File: src/rtl/serial_boot_loader_fsm_core_defines.svh
// Assertion macros for the serial boot loader core.
// Depends on nothing; included by the top level only.
`ifndef SERIAL_BOOT_LOADER_FSM_CORE_DEFINES_SVH
`define SERIAL_BOOT_LOADER_FSM_CORE_DEFINES_SVH

// Same-cycle implication, disabled during reset
`define SBL_ASSERT_IMPLY(label, clk, rst_n, ante, cons) \
    label: assert property (@(posedge clk) disable iff (!rst_n) (ante) |-> (cons)) \
        else $error("sbl: same-cycle check failed");

// Next-cycle implication, disabled during reset
`define SBL_ASSERT_NEXT(label, clk, rst_n, ante, cons) \
    label: assert property (@(posedge clk) disable iff (!rst_n) (ante) |=> (cons)) \
        else $error("sbl: next-cycle check failed");

`endif

File: src/rtl/sbl_pkg.sv
// Shared types, character codes and result expansion for the boot loader.
// No dependencies; used by the core, front end, queue, sequencer and bench through scoped names.
package sbl_pkg;

    // Characters sent and recognized
    localparam logic [7:0] CH_Y     = 8'h59;
    localparam logic [7:0] CH_O_UP  = 8'h4F;
    localparam logic [7:0] CH_K     = 8'h4B;
    localparam logic [7:0] CH_G     = 8'h47;
    localparam logic [7:0] CH_EXCL  = 8'h21;
    localparam logic [7:0] CH_B     = 8'h42;
    localparam logic [7:0] CH_O_LO  = 8'h6F;
    localparam logic [7:0] CH_T     = 8'h74;
    localparam logic [7:0] CH_QUEST = 8'h3F;

    localparam logic [31:0] LOAD_BASE_RESET = 32'h0000_0800;
    localparam int unsigned QDEPTH = 4;
    localparam int unsigned QPTR_W = $clog2(QDEPTH);

    typedef enum logic [1:0] {
        PH_WAIT = 2'd0,
        PH_LEN  = 2'd1,
        PH_DATA = 2'd2,
        PH_DONE = 2'd3
    } phase_t;

    typedef enum logic [1:0] {
        KIND_TX    = 2'd0,
        KIND_WRITE = 2'd1,
        KIND_START = 2'd2
    } kind_t;

    typedef enum logic [2:0] {
        CMD_BOOT     = 3'd0,
        CMD_OK       = 3'd1,
        CMD_WRITE    = 3'd2,
        CMD_WRITE_GO = 3'd3,
        CMD_GO       = 3'd4
    } cmd_op_t;

    // One classified item, as queued between front and back
    typedef struct packed {
        cmd_op_t     op;
        logic [31:0] addr;
        logic [31:0] data;
    } cmd_t;

    typedef struct packed {
        kind_t       kind;
        logic [7:0]  tx_byte;
        logic [31:0] mem_addr;
        logic [31:0] mem_data;
        logic        last;
    } result_t;

    function automatic logic [7:0] boot_char(input logic [2:0] idx);
        logic [7:0] c;
        case (idx)
            3'd0:    c = CH_B;
            3'd1:    c = CH_O_LO;
            3'd2:    c = CH_O_LO;
            3'd3:    c = CH_T;
            default: c = CH_QUEST;
        endcase
        return c;
    endfunction

    function automatic logic [7:0] go_char(input logic [1:0] idx);
        logic [7:0] c;
        case (idx)
            2'd0:    c = CH_G;
            2'd1:    c = CH_O_LO;
            default: c = CH_EXCL;
        endcase
        return c;
    endfunction

    function automatic result_t tx_result(input logic [7:0] c, input logic last);
        result_t r;
        r.kind     = KIND_TX;
        r.tx_byte  = c;
        r.mem_addr = '0;
        r.mem_data = '0;
        r.last     = last;
        return r;
    endfunction

    // Expand one step of a queued command into a result item
    function automatic result_t expand(input cmd_t cmd, input logic [2:0] step,
                                       input logic [31:0] base);
        result_t r;
        logic [1:0] gidx;
        r    = tx_result(8'h00, 1'b0);
        gidx = 2'd0;
        case (cmd.op)
            CMD_BOOT:
            begin
                r = tx_result(boot_char(step), step == 3'd4);
            end
            CMD_OK:
            begin
                r = tx_result((step == 3'd0) ? CH_O_UP : CH_K, step == 3'd1);
            end
            CMD_WRITE, CMD_WRITE_GO:
            begin
                if (step == 3'd0)
                begin
                    r.kind     = KIND_WRITE;
                    r.mem_addr = cmd.addr;
                    r.mem_data = cmd.data;
                    r.last     = (cmd.op == CMD_WRITE);
                end
                else if (step == 3'd4)
                begin
                    r.kind     = KIND_START;
                    r.mem_addr = base;
                    r.last     = 1'b1;
                end
                else
                begin
                    gidx = step[1:0] - 2'd1;
                    r    = tx_result(go_char(gidx), 1'b0);
                end
            end
            CMD_GO:
            begin
                if (step == 3'd3)
                begin
                    r.kind     = KIND_START;
                    r.mem_addr = base;
                    r.last     = 1'b1;
                end
                else
                begin
                    r = tx_result(go_char(step[1:0]), 1'b0);
                end
            end
            default:
            begin
                r = tx_result(8'h00, 1'b1);
            end
        endcase
        return r;
    endfunction

endpackage

File: src/rtl/sbl_if.sv
// Valid/ready channel interfaces: input items, result items, config writes.
// Depends on nothing.
interface sbl_in_if;
    logic       valid;
    logic       ready;
    logic       op;
    logic [7:0] rx_byte;
    modport source (output valid, output op, output rx_byte, input ready);
    modport sink (input valid, input op, input rx_byte, output ready);
endinterface

interface sbl_out_if;
    logic        valid;
    logic        ready;
    logic [1:0]  kind;
    logic [7:0]  tx_byte;
    logic [31:0] mem_addr;
    logic [31:0] mem_data;
    logic        last;
    modport source (output valid, output kind, output tx_byte, output mem_addr,
                    output mem_data, output last, input ready);
    modport sink (input valid, input kind, input tx_byte, input mem_addr,
                  input mem_data, input last, output ready);
endinterface

interface sbl_cfg_if;
    logic        valid;
    logic        ready;
    logic [31:0] data;
    modport source (output valid, output data, input ready);
    modport sink (input valid, input data, output ready);
endinterface

File: src/rtl/serial_boot_loader_fsm_core.sv
// An accepted item is written into a queue slot; its first result is then registered in the output register.
// Items are taken one per cycle while the queue is not full; the output register sends
// one result per cycle while results_out.ready is high; the 4-deep queue absorbs bursts.
// Items that cause no result never occupy the queue or the output stage.
// Reset (rst_n low, asynchronous): phase to wait-for-Y, counters cleared,
// load_base to 0x800, queue and output register empty.
`include "serial_boot_loader_fsm_core_defines.svh"

module serial_boot_loader_fsm_core (
    input  logic       clk,
    input  logic       rst_n,
    sbl_in_if.sink     items_in,
    sbl_out_if.source  results_out,
    sbl_cfg_if.sink    cfg
);

    logic [31:0]   load_base_reg;
    logic [31:0]   load_base_next;
    logic          push;
    logic          pop;
    logic          q_empty;
    logic          q_full;
    sbl_pkg::cmd_t push_cmd;
    sbl_pkg::cmd_t head;

    // Take configuration writes at any time
    assign cfg.ready      = 1'b1;
    assign load_base_next = (cfg.valid && cfg.ready) ? cfg.data : load_base_reg;

    always_ff @(posedge clk or negedge rst_n)
    begin
        if (!rst_n)
            load_base_reg <= sbl_pkg::LOAD_BASE_RESET;
        else
            load_base_reg <= load_base_next;
    end

    sbl_front u_front (
        .clk       (clk),
        .rst_n     (rst_n),
        .items_in  (items_in),
        .q_full    (q_full),
        .load_base (load_base_reg),
        .push      (push),
        .push_cmd  (push_cmd)
    );

    sbl_queue u_queue (
        .clk      (clk),
        .rst_n    (rst_n),
        .push     (push),
        .push_cmd (push_cmd),
        .pop      (pop),
        .head     (head),
        .empty    (q_empty),
        .full     (q_full)
    );

    sbl_back u_back (
        .clk         (clk),
        .rst_n       (rst_n),
        .head        (head),
        .empty       (q_empty),
        .load_base   (load_base_reg),
        .pop         (pop),
        .results_out (results_out)
    );

    // Checks
    `SBL_ASSERT_IMPLY(a_push_on_accept, clk, rst_n, push, items_in.valid && items_in.ready)
    `SBL_ASSERT_IMPLY(a_start_is_last, clk, rst_n, results_out.valid && (results_out.kind == sbl_pkg::KIND_START), results_out.last)
    `SBL_ASSERT_IMPLY(a_start_at_base, clk, rst_n, results_out.valid && (results_out.kind == sbl_pkg::KIND_START), results_out.mem_addr == load_base_reg)
    `SBL_ASSERT_NEXT(a_pop_frees_slot, clk, rst_n, q_full && pop && !push, !q_full)

endmodule

File: src/rtl/sbl_front.sv
// Front end: accepts input items, runs the loader phases, classifies commands.
// Depends on sbl_pkg and sbl_if.
module sbl_front (
    input  logic           clk,
    input  logic           rst_n,
    sbl_in_if.sink         items_in,
    input  logic           q_full,
    input  logic [31:0]    load_base,
    output logic           push,
    output sbl_pkg::cmd_t  push_cmd
);

    sbl_pkg::phase_t phase_reg, phase_next;
    logic [1:0]  pos_reg, pos_next;
    logic [31:0] len_reg, len_next;
    logic [23:0] word_reg, word_next;
    logic [31:0] waddr_reg, waddr_next;
    logic [32:0] end_reg, end_next;

    logic        accept;
    logic        is_byte;
    logic [31:0] len_new;
    logic [32:0] addr_plus4;
    logic        load_done;

    assign items_in.ready = !q_full;
    assign accept  = items_in.valid && items_in.ready;
    assign is_byte = accept && items_in.op;

    assign len_new    = {len_reg[23:0], items_in.rx_byte};
    assign addr_plus4 = {1'b0, waddr_reg} + 33'd4;
    assign load_done  = (addr_plus4 >= end_reg) || addr_plus4[32];

    // Advance the phase
    always_comb
    begin
        phase_next = phase_reg;
        case (phase_reg)
            sbl_pkg::PH_WAIT:
            begin
                if (is_byte && (items_in.rx_byte == sbl_pkg::CH_Y))
                    phase_next = sbl_pkg::PH_LEN;
            end
            sbl_pkg::PH_LEN:
            begin
                if (is_byte && (pos_reg == 2'd3))
                    phase_next = (len_new == 32'd0) ? sbl_pkg::PH_DONE : sbl_pkg::PH_DATA;
            end
            sbl_pkg::PH_DATA:
            begin
                if (is_byte && (pos_reg == 2'd3) && load_done)
                    phase_next = sbl_pkg::PH_DONE;
            end
            default:
            begin
                phase_next = phase_reg;
            end
        endcase
    end

    // Update counters and accumulators, classify the item
    always_comb
    begin
        pos_next   = pos_reg;
        len_next   = len_reg;
        word_next  = word_reg;
        waddr_next = waddr_reg;
        end_next   = end_reg;
        push       = 1'b0;
        push_cmd.op   = sbl_pkg::CMD_BOOT;
        push_cmd.addr = waddr_reg;
        push_cmd.data = {items_in.rx_byte, word_reg};
        if (accept && !items_in.op)
        begin
            push = 1'b1;
        end
        else if (is_byte)
        begin
            case (phase_reg)
                sbl_pkg::PH_WAIT:
                begin
                    if (items_in.rx_byte == sbl_pkg::CH_Y)
                    begin
                        push        = 1'b1;
                        push_cmd.op = sbl_pkg::CMD_OK;
                        pos_next    = 2'd0;
                        len_next    = 32'd0;
                    end
                end
                sbl_pkg::PH_LEN:
                begin
                    len_next = len_new;
                    pos_next = pos_reg + 2'd1;
                    if (pos_reg == 2'd3)
                    begin
                        end_next   = {1'b0, load_base} + {1'b0, len_new};
                        waddr_next = load_base;
                        word_next  = 24'd0;
                        if (len_new == 32'd0)
                        begin
                            push        = 1'b1;
                            push_cmd.op = sbl_pkg::CMD_GO;
                        end
                    end
                end
                sbl_pkg::PH_DATA:
                begin
                    pos_next = pos_reg + 2'd1;
                    case (pos_reg)
                        2'd0:    word_next = {word_reg[23:8], items_in.rx_byte};
                        2'd1:    word_next = {word_reg[23:16], items_in.rx_byte,
                                              word_reg[7:0]};
                        2'd2:    word_next = {items_in.rx_byte, word_reg[15:0]};
                        default:
                        begin
                            word_next   = 24'd0;
                            push        = 1'b1;
                            push_cmd.op = load_done ? sbl_pkg::CMD_WRITE_GO
                                                    : sbl_pkg::CMD_WRITE;
                            if (!load_done)
                                waddr_next = addr_plus4[31:0];
                        end
                    endcase
                end
                default:
                begin
                    push = 1'b0;
                end
            endcase
        end
    end

    // Hold loader state
    always_ff @(posedge clk or negedge rst_n)
    begin
        if (!rst_n)
        begin
            phase_reg <= sbl_pkg::PH_WAIT;
            pos_reg   <= 2'd0;
            len_reg   <= 32'd0;
            word_reg  <= 24'd0;
            waddr_reg <= 32'd0;
            end_reg   <= 33'd0;
        end
        else
        begin
            phase_reg <= phase_next;
            pos_reg   <= pos_next;
            len_reg   <= len_next;
            word_reg  <= word_next;
            waddr_reg <= waddr_next;
            end_reg   <= end_next;
        end
    end

endmodule

File: src/rtl/sbl_queue.sv
// Short command queue between the front end and the result sequencer.
// Depends on sbl_pkg.
module sbl_queue (
    input  logic           clk,
    input  logic           rst_n,
    input  logic           push,
    input  sbl_pkg::cmd_t  push_cmd,
    input  logic           pop,
    output sbl_pkg::cmd_t  head,
    output logic           empty,
    output logic           full
);

    sbl_pkg::cmd_t slot_reg [sbl_pkg::QDEPTH];
    logic [sbl_pkg::QPTR_W-1:0] wr_reg, wr_next;
    logic [sbl_pkg::QPTR_W-1:0] rd_reg, rd_next;
    logic [sbl_pkg::QPTR_W:0]   cnt_reg, cnt_next;

    assign empty = (cnt_reg == '0);
    assign full  = (cnt_reg == (sbl_pkg::QPTR_W + 1)'(sbl_pkg::QDEPTH));
    assign head  = slot_reg[rd_reg];

    // Advance pointers and occupancy
    always_comb
    begin
        wr_next  = push ? wr_reg + 1'b1 : wr_reg;
        rd_next  = pop ? rd_reg + 1'b1 : rd_reg;
        cnt_next = cnt_reg;
        if (push && !pop)
            cnt_next = cnt_reg + 1'b1;
        else if (pop && !push)
            cnt_next = cnt_reg - 1'b1;
    end

    always_ff @(posedge clk or negedge rst_n)
    begin
        if (!rst_n)
        begin
            wr_reg  <= '0;
            rd_reg  <= '0;
            cnt_reg <= '0;
        end
        else
        begin
            wr_reg  <= wr_next;
            rd_reg  <= rd_next;
            cnt_reg <= cnt_next;
        end
    end

    // Store the pushed command
    always_ff @(posedge clk)
    begin
        if (push)
            slot_reg[wr_reg] <= push_cmd;
    end

endmodule

File: src/rtl/sbl_back.sv
// Result sequencer: expands queued commands, a result per cycle while ready.
// Depends on sbl_pkg and sbl_if.
module sbl_back (
    input  logic           clk,
    input  logic           rst_n,
    input  sbl_pkg::cmd_t  head,
    input  logic           empty,
    input  logic [31:0]    load_base,
    output logic           pop,
    sbl_out_if.source      results_out
);

    logic              out_valid_reg, out_valid_next;
    sbl_pkg::result_t  out_res_reg, out_res_next;
    logic [2:0]        step_reg, step_next;
    logic              load;
    sbl_pkg::result_t  res;

    assign load = !empty && (!out_valid_reg || results_out.ready);
    assign res  = sbl_pkg::expand(head, step_reg, load_base);
    assign pop  = load && res.last;

    // Step through the head command and refill the output register
    always_comb
    begin
        step_next      = step_reg;
        out_res_next   = out_res_reg;
        out_valid_next = out_valid_reg;
        if (load)
        begin
            out_res_next   = res;
            out_valid_next = 1'b1;
            step_next      = res.last ? 3'd0 : step_reg + 3'd1;
        end
        else if (results_out.ready)
        begin
            out_valid_next = 1'b0;
        end
    end

    always_ff @(posedge clk or negedge rst_n)
    begin
        if (!rst_n)
        begin
            out_valid_reg <= 1'b0;
            step_reg      <= 3'd0;
        end
        else
        begin
            out_valid_reg <= out_valid_next;
            step_reg      <= step_next;
        end
    end

    always_ff @(posedge clk)
    begin
        out_res_reg <= out_res_next;
    end

    assign results_out.valid    = out_valid_reg;
    assign results_out.kind     = out_res_reg.kind;
    assign results_out.tx_byte  = out_res_reg.tx_byte;
    assign results_out.mem_addr = out_res_reg.mem_addr;
    assign results_out.mem_data = out_res_reg.mem_data;
    assign results_out.last     = out_res_reg.last;

endmodule

File: src/flat_wrapper.sv
// flat-port wrapper written by rule: the top's interface ports become plain ports
module serial_boot_loader_fsm_core_flat 
  (clk, rst_n, items_in_valid, items_in_op, items_in_rx_byte, items_in_ready, results_out_valid, results_out_kind, results_out_tx_byte, results_out_mem_addr, results_out_mem_data, results_out_last, results_out_ready, cfg_valid, cfg_data, cfg_ready);
  sbl_in_if items_in_i ();
  sbl_out_if results_out_i ();
  sbl_cfg_if cfg_i ();
  input  logic clk;
  input  logic rst_n;
  input wire logic [$bits(items_in_i.valid)-1:0] items_in_valid;
  input wire logic [$bits(items_in_i.op)-1:0] items_in_op;
  input wire logic [$bits(items_in_i.rx_byte)-1:0] items_in_rx_byte;
  output wire logic [$bits(items_in_i.ready)-1:0] items_in_ready;
  output wire logic [$bits(results_out_i.valid)-1:0] results_out_valid;
  output wire logic [$bits(results_out_i.kind)-1:0] results_out_kind;
  output wire logic [$bits(results_out_i.tx_byte)-1:0] results_out_tx_byte;
  output wire logic [$bits(results_out_i.mem_addr)-1:0] results_out_mem_addr;
  output wire logic [$bits(results_out_i.mem_data)-1:0] results_out_mem_data;
  output wire logic [$bits(results_out_i.last)-1:0] results_out_last;
  input wire logic [$bits(results_out_i.ready)-1:0] results_out_ready;
  input wire logic [$bits(cfg_i.valid)-1:0] cfg_valid;
  input wire logic [$bits(cfg_i.data)-1:0] cfg_data;
  output wire logic [$bits(cfg_i.ready)-1:0] cfg_ready;
  assign items_in_i.valid = items_in_valid;
  assign items_in_i.op = items_in_op;
  assign items_in_i.rx_byte = items_in_rx_byte;
  assign items_in_ready = items_in_i.ready;
  assign results_out_valid = results_out_i.valid;
  assign results_out_kind = results_out_i.kind;
  assign results_out_tx_byte = results_out_i.tx_byte;
  assign results_out_mem_addr = results_out_i.mem_addr;
  assign results_out_mem_data = results_out_i.mem_data;
  assign results_out_last = results_out_i.last;
  assign results_out_i.ready = results_out_ready;
  assign cfg_i.valid = cfg_valid;
  assign cfg_i.data = cfg_data;
  assign cfg_ready = cfg_i.ready;
  serial_boot_loader_fsm_core u_core (.clk(clk), .rst_n(rst_n), .items_in(items_in_i), .results_out(results_out_i), .cfg(cfg_i));
endmodule
File: config.mk
export PLATFORM = sky130hd
export DESIGN_NAME = serial_boot_loader_fsm_core_flat
export DESIGN_NICKNAME = d
export VERILOG_FILES = /design/src/rtl/sbl_pkg.sv /design/src/rtl/sbl_if.sv /design/src/rtl/serial_boot_loader_fsm_core.sv /design/src/rtl/sbl_front.sv /design/src/rtl/sbl_queue.sv /design/src/rtl/sbl_back.sv /design/src/flat_wrapper.sv
export VERILOG_INCLUDE_DIRS = /design/src /design/src/rtl
export SDC_FILE = /design/constraint.sdc
export NUM_CORES = 1
export LEC_CHECK = 0
export BUFFER_PORTS_ARGS = -buffer_cell sky130_fd_sc_hd__buf_4
export CAP_MARGIN = 0
export CORE_UTILIZATION = 55
export DETAILED_ROUTE_END_ITERATION = 7
export PLACE_DENSITY = 0.73
export SLEW_MARGIN = 5
export SYNTH_ARGS = -nofsm -noshare
export SYNTH_HDL_FRONTEND = slang
export SYNTH_HIERARCHICAL = 1
export SYNTH_SLANG_ARGS = --single-unit
File: constraint.sdc
create_clock -name clk -period 5.74 [get_ports clk]
set_input_delay 1.148 -clock clk [delete_from_list [all_inputs] [get_ports clk]]
set_output_delay 1.148 -clock clk [all_outputs]
set_load 0.01 [all_outputs]
---- Word-level counts from Yosys, hierarchy flattened ----
Memories as Yosys holds them, arrays and structs flattened.
Index checks and enable logic that the tools add are counted.
storage, ports and cells
  bits in registers ....................... 235
  memories ................................ 1
  output and inout port bits .............. 78
  logic and storage cells ................. 156
  input port bits ......................... 46
  memory bits (writable) .................. 268
memories
  memory                   depth  width  read ports  clocked after memory_dff  write ports  RTL line         RTL
  u_core.u_queue.slot_reg  4      67     1           0                         1            sbl_queue.sv:14  sbl_pkg::cmd_t slot_reg [sbl_pkg::QDEPTH];
operators by class
  reductions and logical operators ........ 44
  magnitude comparators ................... 1
  bitwise operators ....................... 1
  multiplexer cells ....................... 54
  equal/unequal tests ..................... 27
  add/subtract/negate cells ............... 9
operators by type and width
  kind                   number
  $pmux 75 s4            1
  $mux 32                5
  $pmux 24 s2            2
  $pmux 24 s3            1
  $mux 65                1
  $pmux 32 s2            1
  $mux 24                2
  $add 32x3->33 const B  1
  $add 32x32->33         1
  $ge 33x33->1           1
  $logic_not 32->1       1
  $pmux 7 s2             2
  $mux 3                 8
  $mux 8                 3
  $reduce_and 6->1       4
  $pmux 7 s3             1
  $ne 2x2->1 const B     10
  $mux 2                 8
  $reduce_and 4->1       4
  $mux 1                 15
  $eq 3x2->1 const B     4
  $logic_and 1x1->1      10
  $reduce_bool 2->1      5
  $eq 3x3->1 const B     3
  20 further kinds       42

---- Longest topological paths before layout ----
Gate-level depths: netlist of the first run.
  depth after elaboration ................. 10
  mapped depth ............................ 16
  depth with buffers taken out ............ 14

---- By module ----
The synthesis of the first run kept the hierarchy.
by module, submodules not included
  module                       area each (µm²)  sequential area each (µm²)  cells an instance  instances
  sbl_queue                    10,069.7         8,222.9                     385                1
  sbl_front                    8,350.5          2,927.8                     929                1
  sbl_back                     3,433.3          2,322.2                     230                1
  serial_boot_loader_fsm_core  1,357.6          802.0                       70                 1

---- Worst setup path before layout of the first run ----
OpenSTA, ideal clock, no wires.
  path type ............................... in2reg
  start ................................... input port results_out_ready
  end ..................................... register u_core/u_queue/cnt_reg[1] (netlist bit)
  arrival time ............................ 5,771 ps
  setup slack ............................. -155 ps
  data required time ...................... 5,615 ps
  stages .................................. 8
  library setup time ...................... 125 ps
  buffers on the path ..................... 0
  path through ............................ nor2b_1 > nor2_1 > o31a_1 > inv_1 > ha_1 > inv_1 > fa_1 > mux2_2
on the way
  cells in the longest elaborated chain, start to end .. 6
  elaborated cells on any way between the ends .. 8
  classes of those cells .................. mux: 1; reduce/logical: 7
RTL lines
  element                                      RTL line                           RTL
  start, declared                              flat_wrapper.sv:19                 input wire logic [$bits(results_out_i.ready)-1:0] results_out_ready;
  $logic_or 1x1->1                             sbl_back.sv:19                     assign load = !empty && (!out_valid_reg || results_out.ready);
  $logic_and 1x1->1                            sbl_back.sv:19
  named net u_core.u_back.load                 sbl_back.sv:16                     logic load;
  $logic_and 1x1->1                            sbl_back.sv:21                     assign pop = load && res.last;
  named net u_core.pop                         serial_boot_loader_fsm_core.sv:20  logic pop;
  $logic_not 1->1                              sbl_queue.sv:29                    if (push && !pop)
  $logic_and 1x1->1                            sbl_queue.sv:29
  $mux 3                                       sbl_queue.sv:29
  named net u_core.u_queue.cnt_next (one bit)  sbl_queue.sv:17                    logic [sbl_pkg::QPTR_W:0] cnt_reg, cnt_next;
  end signal, assigned                         sbl_queue.sv:47                    cnt_reg <= cnt_next;
  end, declared                                sbl_queue.sv:17
The timed path passes the listed nets, and every way through them passes these cells.
A chain may end at the register's enable or synchronous reset.

---- Worst setup path in the final report of the first run ----
  start ................................... register u_core.u_front.waddr_reg[2]
  end ..................................... register u_core.u_front.waddr_reg[26]
on the way
  cells in the longest elaborated chain, start to end .. 5
  elaborated cells on any way between the ends .. 8
  classes of those cells .................. add/sub: 1; order compare: 1; eq/ne: 1; mux: 3; reduce/logical: 2
RTL lines
  element                     RTL line          RTL
  start, declared             sbl_front.sv:17   logic [31:0] waddr_reg, waddr_next;
  start signal, assigned      sbl_front.sv:151  waddr_reg <= waddr_next;
  $add 32x3->33 *             sbl_front.sv:31   assign addr_plus4 = {1'b0, waddr_reg} + 33'd4;
  $ge 33x33->1                sbl_front.sv:32   assign load_done = (addr_plus4 >= end_reg) || addr_plus4[32];
  $logic_or 1x1->1            sbl_front.sv:32
  $ne 2x2->1 (no line)        n/a
  $reduce_and 6->1 (no line)  n/a
Mark *: on every way between the ends. The rest lies on a longest branch, timed or not. The select of a mux whose other input is x is not followed.

==> results.py, run 1 <==
metrics = {
    "synthesis": {
        "synth_area_per_cell_um2": 14.4,
        "ys_seq_area_frac": 0.615,
        "syn_inst": 1614,
        "synth_top_family_by_area": "multiplexers",
        "synthAdderAreaFrac": 0.0492,
        "syn-cell-area_mm2": 0.0232,
        "ys_warn_count": 6,
        "synthSimpleGateAreaFrac": 0.0786,
        "synthXorXnorAreaFrac": 0.0200,
        "ys_seq_elements": 502,
        "synthDistinctLibCells": 83,
        "synth_compound_area_frac": 0.0924,
        "synthesis.nets": 1750,
        "async_flop_share": 0.319,
        "muxShareOfSynthArea": 0.109,
        "synthFlopType": "edfxtp_1",
        "synth_edf_count": 342,
    },
    "sta": {
        "layout_min_cycle_time_ns": 4.92,
        "setup_viol": 0,
        "hold_viol": 0,
        "period_share": 0.857,
        "clock_skew_ns": 0.0175,
        "worst_pin_slew_ns": 1.04,
        "slew_headroom": 0.306,
        "drv_slew": 0,
        "rsz0062_at_grt": "no",
        "fmax_mhz": 203,
        "setup_tns_ns": 0,
    },
    "worst_setup_path": {
        "setup.worst_path.start_class": "flip-flop",
        "reg2reg_depth": 15,
        "crit_path_end_kind": "flip-flop",
        "timing.rr.end": "u_core/u_front/waddr_reg[26]$_DFFE_PN0P_",
        "crit_arrival_ns": 5.38,
        "r2r-start": "u_core/u_front/waddr_reg[2]$_DFFE_PN0P_",
        "cp_max_fo": 13,
        "required_ns": 6.20,
        "r2r_slack_ns": 0.82,
        "criticalPathCategory": "reg2reg",
    },
    "power": {
        "switching_share": 0.283,
        "p_leak_nw": 10.1,
        "p_switching_mw": 2.89,
        "p_int_mw": 7.34,
        "seqPwrFrac": 0.462,
        "cellPowerDensity_mw_per_mm2": 392,
        "pwr-share-comb": 0.227,
        "ir_drop_mv": 0.288,
        "clkPwrFrac": 0.311,
    },
    "job": {
        "max-cap-violations": 0,
    },
    "finish": {
        "nNetsFinal": 1862,
        "area_delta_synth_final_pct": 12.4,
        "diodes": 0,
        "final_cell_area_mm2": 0.0261,
        "final_common_cell": "edfxtp_1",
        "largest_reg_flops": 268,
        "multi_input_area_mm2": 0.00815,
        "final_cell_mix": "edfxtp_1 (342), dfrtp_1 (157), buf_4 (134), nand2_1 (127), ha_1 (87)",
        "regArea_mm2": 0.0143,
        "fillers": 3026,
        "fin_cells": 2300,
        "drive_gt1_frac": 0.214,
    },
    "place": {
        "dp_hpwl_mm": 35.4,
        "io_buffers": 121,
        "gp_congestion": 0.907,
        "dp_cells": 2206,
        "place_area_mm2": 0.0245,
    },
    "detailed_routing": {
        "drt-pass1-iter-count": 5,
        "antenna_left": 0,
        "vias": 14000,
        "avgViaCountPerCell": 6.09,
        "wl_per_cell_um": 23.5,
        "drc": 0,
        "drtIter0Drc": 1215,
        "finalWirelength_mm": 54.0,
    },
    "clocking": {
        "cts_tree": "yes",
        "clockBufferDepth": 3,
        "post_cts_resized": 0,
        "htreeDepth": 2,
        "insertion_delay_ns": 0.59,
        "cts-root-buf": "clkbuf_16",
        "cts_made_buffers": 50,
        "path_clk_slew_ns": 0.06,
        "cts_setup_buffers": 0,
        "postCtsHoldBufs": 0,
        "clkSinkCount": 502,
    },
    "global_route": {
        "antenna_found_initial": 0,
        "grtUsageTotal": 0.253,
        "grt_pass1_wl_mm": 82.4,
        "grt-ovfl-total": 0,
        "grt_pass1_vias": 14000,
        "grt_max_degree": 85,
    },
    "die": {
        "dieArea_mm2": 0.0430,
        "num_rows": 74,
        "initial_core_util": 0.563,
        "die_height_um": 207,
        "core_area_mm2": 0.0412,
        "die_w_um": 207,
        "io-pin-count": 124,
    },
    "worst_hold_path": {
        "worstHoldStart": "u_core/u_front/end_reg[24]$_DFFE_PN0P_",
        "hp-class": "reg2reg",
        "hold_end": "u_core/u_front/end_reg[24]$_DFFE_PN0P_",
        "hold_depth": 2,
    },
    "run_status": {
        "status": "finished clean",
    },
}
## power groups by stage
stage / Clock, mW / Combinational, mW / Sequential (mW)
2_1_floorplan: 0 / 1.53 / 4.77
5_1_grt: 3.37 / 2.48 / 4.78
3_3_place_gp: 0 / 2.30 / 4.80
3_5_place_dp: 0 / 2.34 / 4.81
4_1_cts: 3.24 / 2.35 / 4.74
6_report: 3.18 / 2.32 / 4.73
## Yosys cell counts (10+ instances only)
| cell type | count | area (um^2) |
|---|---|---|
| inv_1 | 83 | 312 |
| clkbuf_1 | 35 | 131 |
| a22o_1 | 48 | 420 |
| nand2b_1 | 10 | 62.6 |
| and2_1 | 41 | 257 |
| a21oi_1 | 48 | 240 |
| nand3_1 | 29 | 145 |
| o21ai_0 | 82 | 410 |
| nor4_1 | 11 | 68.8 |
| ha_1 | 88 | 1100 |
| mux2_2 | 18 | 203 |
| edfxtp_1 | 342 | 10300 |
| mux2_4 | 41 | 616 |
| dfrtp_1 | 159 | 3980 |
| nor3_1 | 16 | 80.1 |
| mux2i_1 | 21 | 210 |
| nand2_1 | 127 | 477 |
| buf_4 | 14 | 105 |
| nand4_1 | 19 | 119 |
| nor2_1 | 35 | 131 |
| xor2_1 | 22 | 193 |
| xnor2_1 | 31 | 272 |
| mux4_2 | 67 | 1510 |
| o211ai_1 | 13 | 97.6 |
| a21o_1 | 23 | 173 |
| buf_2 | 13 | 65.1 |
| and3_1 | 27 | 169 |
## per-stage QoR
step / worst slack, ns / hold slack (ns) / total power [mW] / utilization
final: 0.823 / 0.484 / 10.2 / 0.633
after global routing: 0.477 / 0.509 / 10.6 / 0.633
after CTS: 0.843 / 0.487 / 10.3 / 0.633
after detailed placement: 0.865 / 0.472 / 7.14 / 0.594
after global placement: 1.04 / 0.463 / 7.10 / 0.594
after floorplan: 1.14 / 0.449 / 6.30 / -
## worst max-delay path by stage
| stage | start | cells past startpoint | to |
|---|---|---|---|
| 6_report | u_core/u_front/waddr_reg[2]$_DFFE_PN0P_ | 15 | u_core/u_front/waddr_reg[26]$_DFFE_PN0P_ |
| 5_1_grt | u_core/u_front/waddr_reg[2]$_DFFE_PN0P_ | 15 | u_core/u_front/waddr_reg[26]$_DFFE_PN0P_ |
| 4_1_cts | u_core/u_front/waddr_reg[2]$_DFFE_PN0P_ | 15 | u_core/u_front/waddr_reg[21]$_DFFE_PN0P_ |
| 3_5_place_dp | u_core/u_front/waddr_reg[2]$_DFFE_PN0P_ | 15 | u_core/u_front/waddr_reg[21]$_DFFE_PN0P_ |
| 3_3_place_gp | u_core/u_front/waddr_reg[2]$_DFFE_PN0P_ | 15 | u_core/u_front/waddr_reg[26]$_DFFE_PN0P_ |
| 2_1_floorplan | results_out_ready | 8 | u_core/u_queue/cnt_reg[1]$_DFFE_PN0P_ |
## routing by layer
| layer | track usage | wire [um] | vias to the layer above |
|---|---|---|---|
| li1 | - | - | 6341 |
| met1 | 0.336 | 22600 | 7108 |
| met2 | 0.424 | 26900 | 447 |
| met3 | 0.0356 | 2570 | 103 |
| met4 | 0.0980 | 1960 | 0 |
| met5 | 0 | 0 | - |
## critical path, cell delays in order, from the launching register on
cell and delay (ns):
dfrtp_1 0.58, ha_1 0.35, nand4_1 0.36, nor2_1 0.46
nand4_1 0.17, xnor2_1 0.22, ha_1 0.28, a21o_1 0.19
a21o_1 0.17, a21oi_1 0.12, o21ai_0 0.20, o211ai_2 0.34
o211ai_4 0.20, a21oi_4 0.58, buf_12 0.24, mux2_4 0.31
## cell families after synthesis
| kind of cell | count (synthesis) |
|---|---|
| AO/OA/AOI/OAI | 305 |
| XOR/XNOR | 53 |
| adder cells (fa/ha/maj) | 90 |
| buffers and inverters | 161 |
| flip-flops | 502 |
| multiplexers | 147 |
| other | 2 |
| AND/OR/NAND/NOR | 354 |
## area by class of cell
type	count	share of cell area
Sequential cell	502	0.547
Multi-Input combinational cell	951	0.312
Clock buffer	75	0.0570
Timing Repair Buffer	138	0.0413
Tap cell	532	0.0255
Inverter	83	0.0119
Clock inverter	19	0.00475
No activity file was read; power rests on OpenSTA's default activity.
==> inputs of run 2 (changes only) <==
- CORE_UTILIZATION: 55 -> 60
- PLACE_DENSITY: 0.73 -> 0.78
==> run 2 against run 1 <==
Combinational power barely moved. Sequential share of layout area fell by 0.13 points. Worst setup slack got worse by 0.090 ns. Global-route usage rose by 3.0 points. Sequential cell count did not move. Clock power rose by 4%. Count of clock-buffer cells in the layout fell by 1. Sequential power barely moved. Critical endpoint is now u_core/u_front/waddr_reg[7]$_DFFE_PN0P_. Largest cell class unchanged. Highest routed layer unchanged.
==> results.py, run 2 (synthesis gave the netlist of run 1 again) <==
metrics = {
    "worst_setup_path": {
        "setup.worst_path.start_class": "flip-flop",
        "cp_max_fo": 18,
        "required_ns": 6.25,
        "slowest_delay_ns": 0.77,
        "critPathTopFamily": "compound AO/OA/AOI/OAI gates",
        "slowest_stage": "a21oi_4",
        "r2r_slack_ns": 0.73,
        "cp_cell_sequence": "ha_1, nand4_1, nor2_1, nand4_1, xnor2_1, ha_1, a21o_1, a21o_1, a21oi_1, o21ai_0, o211ai_2, o211ai_4, a21oi_4, buf_4, mux2i_1",
        "crit_path_end_kind": "flip-flop",
        "crit_arrival_ns": 5.52,
        "criticalPathCategory": "reg2reg",
        "path_buf_inv": 1,
    },
    "global_route": {
        "grt_max_degree": 75,
        "antenna_found_initial": 0,
        "grtUsageTotal": 0.283,
        "grt_pass1_vias": 14200,
        "grt-ovfl-total": 0,
        "grt_pass1_wl_mm": 82.5,
    },
    "place": {
        "io_buffers": 121,
        "dp_hpwl_mm": 35.1,
        "place_area_mm2": 0.0245,
        "gp_congestion": 0.897,
    },
    "detailed_routing": {
        "dr.max_layer_used": "met4",
        "drt-pass1-iter-count": 5,
        "drc": 0,
        "vias": 14200,
        "route.met3.wl_mm": 3.83,
        "drt-met1-wl_mm": 22.1,
        "antenna_left": 0,
        "drtIter0Drc": 1087,
        "dr_wl_met2_mm": 26.4,
        "avgViaCountPerCell": 6.22,
        "wl_per_cell_um": 23.6,
        "finalWirelength_mm": 54.0,
    },
    "clocking": {
        "path_clk_slew_ns": 0.06,
        "post_cts_resized": 0,
        "cts_tree": "yes",
        "postCtsHoldBufs": 0,
        "insertion_delay_ns": 0.60,
        "clkSinkCount": 502,
        "cts_setup_buffers": 0,
        "cts_made_buffers": 51,
        "cts-root-buf": "clkbuf_16",
        "clockBufferDepth": 3,
        "htreeDepth": 2,
    },
    "die": {
        "initial_core_util": 0.613,
        "die_height_um": 199,
        "die_w_um": 199,
        "io-pin-count": 124,
        "num_rows": 71,
        "dieArea_mm2": 0.0395,
        "core_area_mm2": 0.0378,
    },
    "power": {
        "p_total_mw": 10.4,
        "p_leak_nw": 10.1,
        "cellPowerDensity_mw_per_mm2": 398,
        "ir_drop_mv": 0.321,
    },
    "sta": {
        "drv_slew": 0,
        "worst_pin_slew_ns": 1.12,
        "clock_skew_ns": 0.0319,
        "setup_viol": 0,
        "period_share": 0.872,
        "rsz0062_at_grt": "no",
        "layout_min_cycle_time_ns": 5.01,
        "fmax_mhz": 200,
        "slew_headroom": 0.249,
        "setup_tns_ns": 0,
        "hold_viol": 0,
    },
    "finish": {
        "final_cell_mix": "edfxtp_1 (342), dfrtp_1 (157), buf_4 (137), nand2_1 (127), ha_1 (87)",
        "largest_reg_flops": 268,
        "final_cell_area_mm2": 0.0262,
        "fillers": 2601,
        "area_delta_synth_final_pct": 12.7,
        "nNetsFinal": 1865,
        "multi_input_area_mm2": 0.00815,
        "postLayoutCoreUtil": 0.691,
        "drive_gt1_frac": 0.215,
        "final_common_cell": "edfxtp_1",
        "regArea_mm2": 0.0143,
    },
    "job": {
        "max-cap-violations": 0,
    },
    "worst_hold_path": {
        "hp-class": "reg2reg",
    },
    "run_status": {
        "status": "finished clean",
    },
}
## run 2: changes by cell type in the layout (fill, tap and decap cells not counted), moves of 2 or more
cell and delta:
clkinv_8 +2, bufinv_16 +4, clkbuf_8 -2, buf_4 +3
## run 2: final cells by class
class	count	share of cell area
Clock inverter	20	0.00885
Inverter	83	0.0119
Sequential cell	502	0.546
Multi-Input combinational cell	951	0.312
Antenna cell	1	0.0000957
Clock buffer	74	0.0560
Timing Repair Buffer	140	0.0413
Tap cell	511	0.0244
## run 2: metal layers
metal / GRT usage / vias to the layer above
li1: - / 6337
met1: 0.382 / 7233
met2: 0.467 / 530
met3: 0.0490 / 104
met4: 0.0946 / 0
met5: 0 / -
## run 2: tightest hold or removal path: stages, from the launching register on
cell and delay (ns):
dfrtp_1 0.34, nand2_1 0.05, o21ai_0 0.06
## run 2: final timing paths
path / start / to / cells after the start
worst min-delay path: u_core/u_front/end_reg[24]$_DFFE_PN0P_ / u_core/u_front/end_reg[24]$_DFFE_PN0P_ / 2
worst max-delay path: u_core/u_front/waddr_reg[2]$_DFFE_PN0P_ / u_core/u_front/waddr_reg[7]$_DFFE_PN0P_ / 15
min in group asynchronous: rst_n / u_core/load_base_reg[23]$_DFFE_PN0P_ / 1
max in group asynchronous: rst_n / u_core/u_front/len_reg[17]$_DFFE_PN0P_ / 2
worst max register to register: u_core/u_front/waddr_reg[2]$_DFFE_PN0P_ / u_core/u_front/waddr_reg[7]$_DFFE_PN0P_ / 15
worst min register to register: u_core/u_front/end_reg[24]$_DFFE_PN0P_ / u_core/u_front/end_reg[24]$_DFFE_PN0P_ / 2
## run 2: metrics by stage
stage	hold slack, ns	worst slack, ns	cells
floorplan	0.449	1.14	1614
global placement	0.464	0.974	2187
detailed placement	0.468	0.834	2187
CTS	0.481	0.767	2281
global route	0.505	0.378	2281
finish	0.480	0.733	2282
## run 2: where the power goes
group          internal [mW]  switching, mW
Combinational           1.10           1.22
Sequential              4.44          0.320
Clock                   1.96           1.37
